## config.mk

```make
export PLATFORM = sky130hd
export DESIGN_NAME = nested_priority_irq_dispatcher_core
export DESIGN_NICKNAME = d
export VERILOG_FILES = /design/src/hdl/npid_pkg.sv /design/src/hdl/nested_priority_irq_dispatcher_core.sv /design/src/hdl/npid_ram.sv
export SDC_FILE = /design/constraint.sdc
export NUM_CORES = 1
export LEC_CHECK = 0
export ABC_CLOCK_PERIOD_IN_PS = 5800
export BUFFER_PORTS_ARGS = -buffer_cell sky130_fd_sc_hd__buf_2
export CORE_MARGIN = 5
export CORE_UTILIZATION = 30
export CTS_CLUSTER_DIAMETER = 150
export DETAILED_ROUTE_END_ITERATION = 10
export GPL_ROUTABILITY_DRIVEN = 0
export PLACE_DENSITY = 0.45
export SLEW_MARGIN = 20
export SYNTH_ARGS = -nofsm -noshare
export SYNTH_HDL_FRONTEND = slang
export SYNTH_HIERARCHICAL = 1
export SYNTH_SLANG_ARGS = --single-unit
```

## constraint.sdc

```tcl
create_clock -name clk -period 5.8 [get_ports clk]
set_input_delay 0.29 -clock clk [delete_from_list [all_inputs] [get_ports clk]]
set_output_delay 0.29 -clock clk [all_outputs]
set_load 0.02 [all_outputs]
```

## src/hdl/npid_pkg.sv

```systemverilog
package npid_pkg;

  localparam int PRIO_BITS = 15;
  localparam int CUR_BITS  = 16;
  localparam int ID_BITS   = 8;
  localparam int NEST_BITS = 5;
  localparam int KIND_BITS = 2;

  localparam logic [CUR_BITS-1:0] IDLE_PRIORITY = 16'h8000;

  typedef enum logic {
    OP_ADD  = 1'b0,
    OP_DONE = 1'b1
  } opcode_t;

  typedef enum logic [KIND_BITS-1:0] {
    KIND_DISPATCH = 2'd0,
    KIND_DROPPED  = 2'd1,
    KIND_NO_RUN   = 2'd2
  } kind_t;

endpackage

```

## src/hdl/nested_priority_irq_dispatcher_core.sv

```systemverilog
// Nested priority interrupt dispatcher. Add transfers (tuser = 0) queue a handler id with
// its priority (lower is more urgent, ties keep arrival order); done transfers (tuser = 1)
// end the running handler and restore the priority it interrupted. After either, the queue
// head is dispatched if it is strictly more urgent than the current priority. The queue is
// a circular buffer in one RAM kept sorted by an insertion sweep that moves one entry per
// cycle from the tail; saved priorities live in a second RAM used as a stack. An add to a
// full queue skips the sweep and otherwise lasts as long as the sweep runs; adds and dones
// can also wait for the output register to free up. A result waits in the output register
// while the next input is taken.
module nested_priority_irq_dispatcher_core #(
  parameter int QUEUE_DEPTH     = 16,
  parameter int NEST_DEPTH      = 16,
  parameter int HANDLER_ID_BITS = 8
) (
  input  logic        clk,
  input  logic        rst,
  input  logic        s_tvalid,
  output logic        s_tready,
  input  logic [23:0] s_tdata,   // priority_req[14:0], handler_id[22:15], zero fill
  input  logic [0:0]  s_tuser,   // opcode[0]
  output logic        m_tvalid,
  input  logic        m_tready,
  output logic [31:0] m_tdata,   // dispatched_id[7:0], dispatched_priority[22:8],
                                 // nesting_level[27:23], zero fill
  output logic [1:0]  m_tuser    // kind[1:0]
);

  import npid_pkg::*;

  localparam int QW = $clog2(QUEUE_DEPTH);
  localparam int CW = $clog2(QUEUE_DEPTH + 1);
  localparam int SW = $clog2(NEST_DEPTH);
  localparam int DW = $clog2(NEST_DEPTH + 1);
  localparam int EW = PRIO_BITS + HANDLER_ID_BITS;
  localparam logic [QW:0]   QD   = (QW+1)'(QUEUE_DEPTH);
  localparam logic [CW-1:0] QMAX = CW'(QUEUE_DEPTH);
  localparam logic [DW-1:0] NMAX = DW'(NEST_DEPTH);

  typedef enum logic [6:0] {
    S_IDLE     = 7'b0000001,
    S_INS      = 7'b0000010,
    S_INS_FIN  = 7'b0000100,
    S_DISP_RD  = 7'b0001000,
    S_DISP_CHK = 7'b0010000,
    S_POP      = 7'b0100000,
    S_EMIT     = 7'b1000000
  } state_t;

  state_t                     state, state_next;
  logic [CW-1:0]              count, count_next;
  logic [QW-1:0]              head, head_next;
  logic [QW-1:0]              idx, idx_next;
  logic [DW-1:0]              sdepth, sdepth_next;
  logic [CUR_BITS-1:0]        cur, cur_next;
  logic [PRIO_BITS-1:0]       req_prio, req_prio_next;
  logic [HANDLER_ID_BITS-1:0] req_id, req_id_next;
  kind_t                      res_kind, res_kind_next;
  logic [ID_BITS-1:0]         res_id, res_id_next;
  logic [PRIO_BITS-1:0]       res_prio, res_prio_next;
  logic [NEST_BITS-1:0]       res_nest, res_nest_next;
  logic                       m_tvalid_next;

  logic                       q_we;
  logic [QW-1:0]              q_waddr, q_raddr;
  logic [EW-1:0]              q_wdata, q_rdata;
  logic                       s_we;
  logic [SW-1:0]              s_waddr, s_raddr;
  logic [CUR_BITS-1:0]        s_wdata, s_rdata;

  logic [PRIO_BITS-1:0]       rd_prio;
  logic [HANDLER_ID_BITS-1:0] rd_id;
  logic                       out_free;
  logic                       in_xfer;
  opcode_t                    in_op;

  function automatic logic [QW-1:0] qaddr(input logic [QW-1:0] base, input logic [QW-1:0] ofs);
    logic [QW:0] sum;
    sum = {1'b0, base} + {1'b0, ofs};
    if (sum >= QD) begin
      sum = sum - QD;
    end
    return sum[QW-1:0];
  endfunction

  npid_ram #(.WIDTH(EW), .DEPTH(QUEUE_DEPTH)) u_queue_ram (
    .clk   (clk),
    .we    (q_we),
    .waddr (q_waddr),
    .wdata (q_wdata),
    .raddr (q_raddr),
    .rdata (q_rdata)
  );

  npid_ram #(.WIDTH(CUR_BITS), .DEPTH(NEST_DEPTH)) u_stack_ram (
    .clk   (clk),
    .we    (s_we),
    .waddr (s_waddr),
    .wdata (s_wdata),
    .raddr (s_raddr),
    .rdata (s_rdata)
  );

  assign rd_prio  = q_rdata[PRIO_BITS-1:0];
  assign rd_id    = q_rdata[EW-1:PRIO_BITS];
  assign s_tready = (state == S_IDLE);
  assign in_xfer  = s_tvalid && s_tready;
  assign in_op    = opcode_t'(s_tuser[0]);
  assign out_free = !m_tvalid || m_tready;

  always_comb begin
    state_next    = state;
    count_next    = count;
    head_next     = head;
    idx_next      = idx;
    sdepth_next   = sdepth;
    cur_next      = cur;
    req_prio_next = req_prio;
    req_id_next   = req_id;
    res_kind_next = res_kind;
    res_id_next   = res_id;
    res_prio_next = res_prio;
    res_nest_next = res_nest;
    q_we          = 1'b0;
    q_waddr       = head;
    q_wdata       = {req_id, req_prio};
    q_raddr       = head;
    s_we          = 1'b0;
    s_waddr       = sdepth[SW-1:0];
    s_wdata       = cur;
    s_raddr       = SW'(sdepth - DW'(1));
    m_tvalid_next = m_tvalid && !m_tready;

    unique case (state)
      S_IDLE: begin
        if (in_xfer) begin
          req_prio_next = s_tdata[PRIO_BITS-1:0];
          req_id_next   = HANDLER_ID_BITS'(s_tdata[PRIO_BITS +: ID_BITS]);
          if (in_op == OP_ADD) begin
            if (count == QMAX) begin
              res_kind_next = KIND_DROPPED;
              res_id_next   = ID_BITS'(HANDLER_ID_BITS'(s_tdata[PRIO_BITS +: ID_BITS]));
              res_prio_next = s_tdata[PRIO_BITS-1:0];
              res_nest_next = NEST_BITS'(sdepth);
              state_next    = S_EMIT;
            end else if (count == '0) begin
              q_we       = 1'b1;
              q_waddr    = head;
              q_wdata    = {HANDLER_ID_BITS'(s_tdata[PRIO_BITS +: ID_BITS]),
                            s_tdata[PRIO_BITS-1:0]};
              count_next = count + CW'(1);
              state_next = S_DISP_RD;
            end else begin
              idx_next   = QW'(count - CW'(1));
              q_raddr    = qaddr(head, QW'(count - CW'(1)));
              state_next = S_INS;
            end
          end else begin
            if (sdepth == '0) begin
              res_kind_next = KIND_NO_RUN;
              res_id_next   = '0;
              res_prio_next = '0;
              res_nest_next = '0;
              state_next    = S_EMIT;
            end else begin
              sdepth_next = sdepth - DW'(1);
              state_next  = S_POP;
            end
          end
        end
      end
      S_INS: begin
        q_we    = 1'b1;
        q_waddr = qaddr(head, idx + QW'(1));
        if (rd_prio > req_prio) begin
          q_wdata = q_rdata;
          if (idx == '0) begin
            state_next = S_INS_FIN;
          end else begin
            idx_next = idx - QW'(1);
            q_raddr  = qaddr(head, idx - QW'(1));
          end
        end else begin
          count_next = count + CW'(1);
          state_next = S_DISP_RD;
        end
      end
      S_INS_FIN: begin
        q_we       = 1'b1;
        q_waddr    = head;
        count_next = count + CW'(1);
        state_next = S_DISP_RD;
      end
      S_POP: begin
        cur_next   = s_rdata;
        state_next = S_DISP_RD;
      end
      S_DISP_RD: begin
        if (count == '0 || sdepth == NMAX) begin
          state_next = S_IDLE;
        end else begin
          q_raddr    = head;
          state_next = S_DISP_CHK;
        end
      end
      S_DISP_CHK: begin
        if ({1'b0, rd_prio} < cur) begin
          s_we          = 1'b1;
          sdepth_next   = sdepth + DW'(1);
          cur_next      = {1'b0, rd_prio};
          head_next     = qaddr(head, QW'(1));
          count_next    = count - CW'(1);
          res_kind_next = KIND_DISPATCH;
          res_id_next   = ID_BITS'(rd_id);
          res_prio_next = rd_prio;
          res_nest_next = NEST_BITS'(sdepth + DW'(1));
          state_next    = S_EMIT;
        end else begin
          state_next = S_IDLE;
        end
      end
      S_EMIT: begin
        if (out_free) begin
          m_tvalid_next = 1'b1;
          state_next    = S_IDLE;
        end
      end
      default: begin
        state_next = S_IDLE;
      end
    endcase
  end

  always_ff @(posedge clk) begin
    if (rst) begin
      state    <= S_IDLE;
      count    <= '0;
      head     <= '0;
      sdepth   <= '0;
      cur      <= IDLE_PRIORITY;
      m_tvalid <= 1'b0;
    end else begin
      state    <= state_next;
      count    <= count_next;
      head     <= head_next;
      sdepth   <= sdepth_next;
      cur      <= cur_next;
      m_tvalid <= m_tvalid_next;
    end
  end

  always_ff @(posedge clk) begin
    idx      <= idx_next;
    req_prio <= req_prio_next;
    req_id   <= req_id_next;
    res_kind <= res_kind_next;
    res_id   <= res_id_next;
    res_prio <= res_prio_next;
    res_nest <= res_nest_next;
    if (state == S_EMIT && out_free) begin
      m_tdata <= {4'b0, res_nest, res_prio, res_id};
      m_tuser <= res_kind;
    end
  end

`ifndef NO_ASSERTIONS
  a_count_bound: assert property (@(posedge clk) disable iff (rst) count <= QMAX)
    else $error("queue count exceeds depth");

  a_nest_bound: assert property (@(posedge clk) disable iff (rst) sdepth <= NMAX)
    else $error("nesting depth exceeds stack size");

  a_idle_level: assert property (@(posedge clk) disable iff (rst)
    (state != S_POP) |-> ((sdepth == '0) == (cur == IDLE_PRIORITY)))
    else $error("current priority inconsistent with nesting depth");

  a_emit_hold: assert property (@(posedge clk) disable iff (rst)
    (state == S_EMIT && !out_free) |=> (state == S_EMIT))
    else $error("result lost while output stalled");
`endif

endmodule

```

## src/hdl/npid_ram.sv

```systemverilog
module npid_ram #(
  parameter int WIDTH = 8,
  parameter int DEPTH = 16
) (
  input  logic                     clk,
  input  logic                     we,
  input  logic [$clog2(DEPTH)-1:0] waddr,
  input  logic [WIDTH-1:0]         wdata,
  input  logic [$clog2(DEPTH)-1:0] raddr,
  output logic [WIDTH-1:0]         rdata
);

  logic [WIDTH-1:0] mem [DEPTH];

  always_ff @(posedge clk) begin
    if (we) begin
      mem[waddr] <= wdata;
    end
    rdata <= mem[raddr];
  end

endmodule

```

==> impl_metrics.toml, run 1 <==
[cts]
cts_num_sinks = 788
root_buffer = "clkbuf_16"
post-cts-setup-buffers = 0
tritoncts = "built"
tritoncts.num_buffers = 87
clock_path_buffers = 3
cts.reportedPaths.clkPinSlew_ns = 0.06
clkLatencyLatePin_ns = 0.64
cts_max_level = 3

[sta]
fin_crit_sh = 0.782
worstMarginPinSlew_ns = 1.13
setup_repair_after_global_routing_missed_its_margin = "no"
finalHoldViolations = 0
timing.slew.headroom = 0.246
final.setup_skew_ns = 0.0213
setup_tns_ns = 0
fmax_ghz = 0.221
min_setup_slack_post_route_ns = 1.27
drv_slew = 0
final.hold.worst_slack_ns = 0.103
setup_viol = 0
final_critical_path_time_including_i_o_delays_and_setup_ns = 4.53

[synth]
ffs_latches_synth = 788
syn_inst = 1711
synth_flop_cell = "edfxtp_1"
synth-edff-count = 711
synth.yosys.seq_area_share = 0.735
yosysMostFrequentCell = "edfxtp_1"
syn-mean-instance-area_um2 = 18.2
synth_async_sr_flop_share = 0
netlist.area_leader.share = 0.686
cell_area_after_synthesis_um2 = 31100
synth_area_leader_cell = "edfxtp_1"
synth.cells.most_frequent = "edfxtp_1 (711), nand2_1 (157), mux4_2 (146)"
post_synth_main_area_contributors = "edfxtp_1 (69%), mux4_2 (11%), dfxtp_1 (5.0%)"
synth.yosys.warnings = 6
number_of_distinct_standard_cells_referenced_by_the_synthesized_netlist = 72

[global_route]
largest_net_degree_at_the_start_of_global_routing = 81
grt_usage = 0.141
number_of_antenna_violations_at_the_first_check_in_global_routing = 2
globalRouteOverflowTotal = 0
first_pass_grt_wire_length_um = 116000
first_global_vias = 16800

[floorplanning]
starting_density_of_the_core = 0.301
dieHeight_um = 332
fp-row-count = 118
dieWidth_um = 332
num_io_pins = 65
dieArea_um2 = 110000
fp.coreArea_um2 = 103000

[placed_design]
pre_cts_ws_ns = 1.28
placed_cell_area_um2 = 33400
port-buffer-count = 59
numPlacedInstances = 3112
place_hpwl_um = 46500

[pwr]
combinationalPowerShare = 0.083
power_leakage_nw = 12.1
p_per_area_nw_per_um2 = 359
post-layout-total-power_mw = 13.1
p_switching_mw = 3.05
ir_drop_mv = 0.203
total_internal_power_mw = 10.0
seq_power_share = 0.508
clkPwrFrac = 0.409
swShare = 0.233

[routing]
detail_route.iter0.violations = 1229
via_count = 16100
avgViaCountPerCell = 4.87
drc = 0
detailedRoute.firstPassIterationCount = 5
drt-total-wl_um = 78900
detail_route.wl_per_cell_um = 23.9
ant_nets = 0

[worst_setup_path]
cp-start-kind = "register"
crit_arrival_ns = 5.05
critical_path.max_stage_delay_ns = 0.62
worstPathCellList = "ha_1 -> a211oi_1 -> o21ai_0 -> a221oi_2 -> a21oi_1 -> and3_1 -> nor2_1 -> a21o_4 -> buf_12 -> mux4_2 -> a22oi_1 -> nand2_1"
timing.critical_path.slowest_stage_cell = "a221oi_2"
critPathBufInv = 1
endpoint_type_of_the_worst_setup_path = "register"
path_delay_family = "compound AO/OA/AOI/OAI gates"
path_class = "reg -> reg"
crit_path_max_fo = 35
required_ns = 6.32

[finish]
post-route-util = 0.352
fillerInstances = 9729
finish.net_count = 1922
final_design_area_excluding_fillers_um2 = 36400
final_cells = 3296
relative_area_change_from_synthesis_to_final_layout_pct = 16.9
drive_gt1_frac = 0.229

[run]
cap_violations = 0

[status]
run_status = "complete, no violations"

[hold_path]
hold_class = "in -> reg"
[area by class of cell]
type / instances / area [um2] / area share
inverters: 49 / 186 / 0.00512
diodes: 1 / 2.50 / 0.0000687
repair buffers: 129 / 991 / 0.0272
clock buffers: 121 / 2420 / 0.0664
clock inverters: 38 / 374 / 0.0103
well taps: 1380 / 1730 / 0.0474
flip-flops and latches: 788 / 22900 / 0.629
multi-input cells: 790 / 7820 / 0.215
[worst paths after layout]
kind,start,end,slack (ns),cells after the start
setup / recovery,u_queue_ram/rdata[10],u_queue_ram/rdata[2],1.27,12
hold / removal,s_tvalid,state[0],0.10,4
setup reg to reg,u_queue_ram/rdata[10],u_queue_ram/rdata[2],1.27,12
hold reg to reg,res_id[0],m_tdata[0],0.42,0
[worst reg2reg max path, cell delays in order, from the launching register on]
cell,delay (ns)
dfxtp_1,0.50
ha_1,0.31
a211oi_1,0.25
o21ai_0,0.14
a221oi_2,0.62
a21oi_1,0.20
and3_1,0.30
nor2_1,0.36
a21o_4,0.44
buf_12,0.35
mux4_2,0.54
a22oi_1,0.31
nand2_1,0.09
[power by group through the flow]
stage / sequential, mW / combinational, mW / clock [mW]
5_1_grt: 6.66 / 1.21 / 5.77
3_5_place_dp: 6.76 / 1.10 / 0
4_1_cts: 6.64 / 1.11 / 5.52
6_report: 6.64 / 1.09 / 5.35
3_3_place_gp: 6.76 / 1.07 / 0
2_1_floorplan: 6.70 / 0.710 / 0
[registers in the layout, indices dropped and copies added, names as in the netlist]
| name | count |
|---|---|
| res_id | 8 |
| cur | 16 |
| head | 4 |
| u_stack_ram/rdata | 16 |
| res_prio | 15 |
| sdepth | 5 |
| m_tuser | 2 |
| req_prio | 15 |
| state | 7 |
| u_stack_ram/mem | 256 |
| res_kind | 2 |
| m_tvalid | 1 |
| idx | 4 |
| u_queue_ram/mem | 368 |
| m_tdata | 28 |
| count | 5 |
| u_queue_ram/rdata | 23 |
| res_nest | 5 |
| req_id | 8 |
[cell families (layout without fill, tap and decap cells)]
logic type / count (synthesis) / count (layout) / share of synthesized area
AO/OA/AOI/OAI: 206 / 206 / 0.0489
flip-flops: 788 / 788 / 0.735
buffers and inverters: 136 / 337 / 0.0216
adder cells (fa/ha/maj): 48 / 48 / 0.0200
XOR/XNOR: 25 / 25 / 0.00703
other: 1 / 5 / 0.000120
multiplexers: 163 / 163 / 0.116
AND/OR/NAND/NOR: 344 / 344 / 0.0508
[timing repair]
| item | CTS | global route |
|---|---|---|
| hold buffers | 24 | 0 |
| endpoints found under the hold margin | 31 | 0 |
| endpoints found under the setup margin | 0 | 0 |
| gates resized for setup | 0 | 0 |
[placed cells by master (no fill, tap or decap), types with 9 or more instances in the layout]
cell type,instances
clkbuf_1,25
mux4_1,10
ha_1,45
a311oi_1,15
nor3_1,27
o21ai_0,19
a22oi_1,88
nand3_1,9
dfxtp_1,77
xor2_1,16
nor3_2,11
xnor2_1,9
nor2_4,14
clkinv_1,12
a221o_1,15
inv_1,47
edfxtp_1,711
clkinv_2,12
buf_4,39
nand3b_1,14
nor2_2,15
nor2_1,47
a21oi_1,29
clkbuf_16,89
buf_2,59
nand2_1,157
mux4_2,146
dlygate4sd3_1,24
[layer usage]
metal / vias to the layer above / track usage / wire (um)
met5: - / 0 / 0
met4: 0 / 0.0324 / 1370
met3: 91 / 0.0288 / 4090
met2: 338 / 0.249 / 40400
met1: 8508 / 0.180 / 33000
li1: 7123 / - / -
Power figures use the tool's default switching activity.
==> run 2: changes to the inputs <==
- ABC_AREA: not set -> 1
- ABC_CLOCK_PERIOD_IN_PS: 5800 -> 4700
- clock period: 5.8 -> 4.7 ns (I/O delays scaled with it)
==> run 2 against run 1 <==
Compared with the run above:
- register-to-register slack lost 0.39 ns
- combinational power increased to 5.5 times the previous value
- sequential share of layout area down 5.7 points
- clock power grew 26%
- via count rose by 42%
- design area increased by 10%
- synthesized area grew 12%
- worst hold slack improved by 0.21 ns
- non-clock buffer count rose by 25
- sequential power increased by 39%
- fmax is 19% higher
- critical endpoint is now u_queue_ram/rdata[11]
==> impl_metrics.toml, run 2 <==
[floorplanning]
fp.coreArea_um2 = 116000
dieWidth_um = 351
num_io_pins = 65
dieHeight_um = 351
fp-row-count = 125
starting_density_of_the_core = 0.301
dieArea_um2 = 123000

[finish]
final_design_area_excluding_fillers_um2 = 40100
finish.net_count = 3589
largest_register_ffs = 368
most-common-layout-cells = "nand2_1 (983), edfxtp_1 (711), inv_1 (598)"
most_flop_heavy_register = "u_queue_ram/mem"
layout.cells.most_common = "nand2_1"
layout_top_registers = "u_queue_ram/mem x368, u_stack_ram/mem x256, m_tdata x28"
drive_gt1_frac = 0.0912
fillerInstances = 11600
relative_area_change_from_synthesis_to_final_layout_pct = 14.9
seq_area_um2 = 22900
multi_input_gate_area_in_the_final_layout_um2 = 8900

[routing]
detail_route.iter0.violations = 1532
detailedRoute.firstPassIterationCount = 5
detail_route.wl_per_cell_um = 18.5
drt-total-wl_um = 94700
drc = 0
avgViaCountPerCell = 4.46
ant_nets = 0
via_count = 22800

[cts]
tritoncts = "built"
cts_num_sinks = 788
clock_path_buffers = 3
root_buffer = "clkbuf_16"
post-cts-setup-buffers = 0
tritoncts.num_buffers = 89
clkLatencyLatePin_ns = 0.65
cts_max_level = 3
cts.reportedPaths.clkPinSlew_ns = 0.06

[synth]
post_synth_main_area_contributors = "edfxtp_1 (61%), nand2_1 (11%), nand3_1 (7.4%)"
synth-edff-count = 711
syn_inst = 3417
synth.yosys.seq_area_share = 0.657
yosysMostFrequentCell = "nand2_1"
synth.cells.most_frequent = "nand2_1 (983), edfxtp_1 (711), inv_1 (602)"
synth.yosys.warnings = 6
syn-mean-instance-area_um2 = 10.2
synth_async_sr_flop_share = 0
synth_area_leader_cell = "edfxtp_1"
netlist.area_leader.share = 0.612
cell_area_after_synthesis_um2 = 34900
synth_flop_cell = "edfxtp_1"
ffs_latches_synth = 788
number_of_distinct_standard_cells_referenced_by_the_synthesized_netlist = 44

[worst_setup_path]
crit_arrival_ns = 4.34
required_ns = 5.22
path_class = "reg -> reg"
cp-start-kind = "register"
crit_path_max_fo = 80
endpoint_type_of_the_worst_setup_path = "register"

[global_route]
first_pass_grt_wire_length_um = 141000
globalRouteOverflowTotal = 0
largest_net_degree_at_the_start_of_global_routing = 110
first_global_vias = 21700
number_of_antenna_violations_at_the_first_check_in_global_routing = 1
grt_usage = 0.152

[hold_path]
hold_class = "in -> reg"

[pwr]
clkPwrFrac = 0.306
ir_drop_mv = 0.400
swShare = 0.344
p_per_area_nw_per_um2 = 549
p_switching_mw = 7.57
seq_power_share = 0.421
power_leakage_nw = 16.9
total_internal_power_mw = 14.4
combinationalPowerShare = 0.273

[sta]
final_critical_path_time_including_i_o_delays_and_setup_ns = 3.82
fmax_ghz = 0.262
setup_tns_ns = 0
finalHoldViolations = 0
fin_crit_sh = 0.813
worstMarginPinSlew_ns = 0.985
final.setup_skew_ns = 0.0244
drv_slew = 0
timing.slew.headroom = 0.343
setup_repair_after_global_routing_missed_its_margin = "no"
setup_viol = 0

[placed_design]
place_hpwl_um = 54200
port-buffer-count = 59
placed_cell_area_um2 = 36900

[status]
run_status = "complete, no violations"

[run]
cap_violations = 0
run 2: kinds of logic after synthesis:
| family | Yosys count | synth area share |
|---|---|---|
| AND/OR/NAND/NOR | 1643 | 0.201 |
| flip-flops | 788 | 0.657 |
| adder cells (fa/ha/maj) | 48 | 0.0179 |
| XOR/XNOR | 23 | 0.00578 |
| other | 1 | 0.000108 |
| AO/OA/AOI/OAI | 147 | 0.0243 |
| buffers and inverters | 767 | 0.0946 |
run 2: layout make-up:
class,count,area share
Sequential cell,788,0.571
Multi-Input combinational cell,1865,0.222
Clock buffer,131,0.0628
Inverter,614,0.0579
Tap cell,1524,0.0476
Timing Repair Buffer,154,0.0300
Clock inverter,35,0.00790
Antenna cell,3,0.000187
run 2: what timing repair did:
action	4_1_cts	5_1_grt
resized for setup	0	0
endpoints found under the hold margin	44	0
hold buffers	28	0
run 2: per-layer routing:
layer | global-route usage | wire [um]
met1 | 0.215 | 44800
met2 | 0.247 | 43700
met3 | 0.0226 | 3810
met4 | 0.0399 | 2440
met5 | 0 | 0
run 2: path summary, 6_finish.rpt:
kind	from	end	slack [ns]	depth (start not counted)
max	u_queue_ram/rdata[12]	u_queue_ram/rdata[11]	0.88	17
min	s_tdata[18]	req_id[3]	0.32	2
max reg2reg	u_queue_ram/rdata[12]	u_queue_ram/rdata[11]	0.88	17
min reg2reg	res_id[2]	m_tdata[2]	0.42	0
run 2: power groups by stage:
stage               clock, mW  combinational [mW]  sequential [mW]
global route             7.21                6.73             9.31
CTS                      6.92                6.11             9.26
floorplan                   0                4.06             9.22
detailed placement          0                6.06             9.40
global placement            0                6.05             9.41
finish                   6.73                6.00             9.26
run 2: critical path, stage by stage (launching register included):
cell	delay, ns
dfxtp_1	0.40
ha_1	0.33
nand2_1	0.06
nor2_1	0.13
inv_1	0.05
nor2_1	0.25
nand4_2	0.19
nand3_4	0.27
nor2_2	0.08
nor2_1	0.25
nand2_1	0.15
nand3_4	0.15
buf_4	0.74
nand2_1	0.13
nand3_1	0.12
nand3_1	0.09
nand3_1	0.13
nand2_1	0.09
run 2: stage by stage:
| step | instances | setup WS [ns] | power (mW) | hold slack (ns) | utilization |
|---|---|---|---|---|---|
| 2_1_floorplan | 3420 | 1.32 | 13.3 | 0.334 | - |
| 3_3_place_gp | 4917 | 0.849 | 15.5 | 0.402 | 0.319 |
| 3_5_place_dp | 4917 | 0.851 | 15.5 | 0.405 | 0.319 |
| 4_1_cts | 5111 | 0.852 | 22.3 | 0.264 | 0.346 |
| 5_1_grt | 5111 | 0.550 | 23.3 | 0.296 | 0.346 |
| 6_report | 5114 | 0.881 | 22.0 | 0.317 | 0.346 |
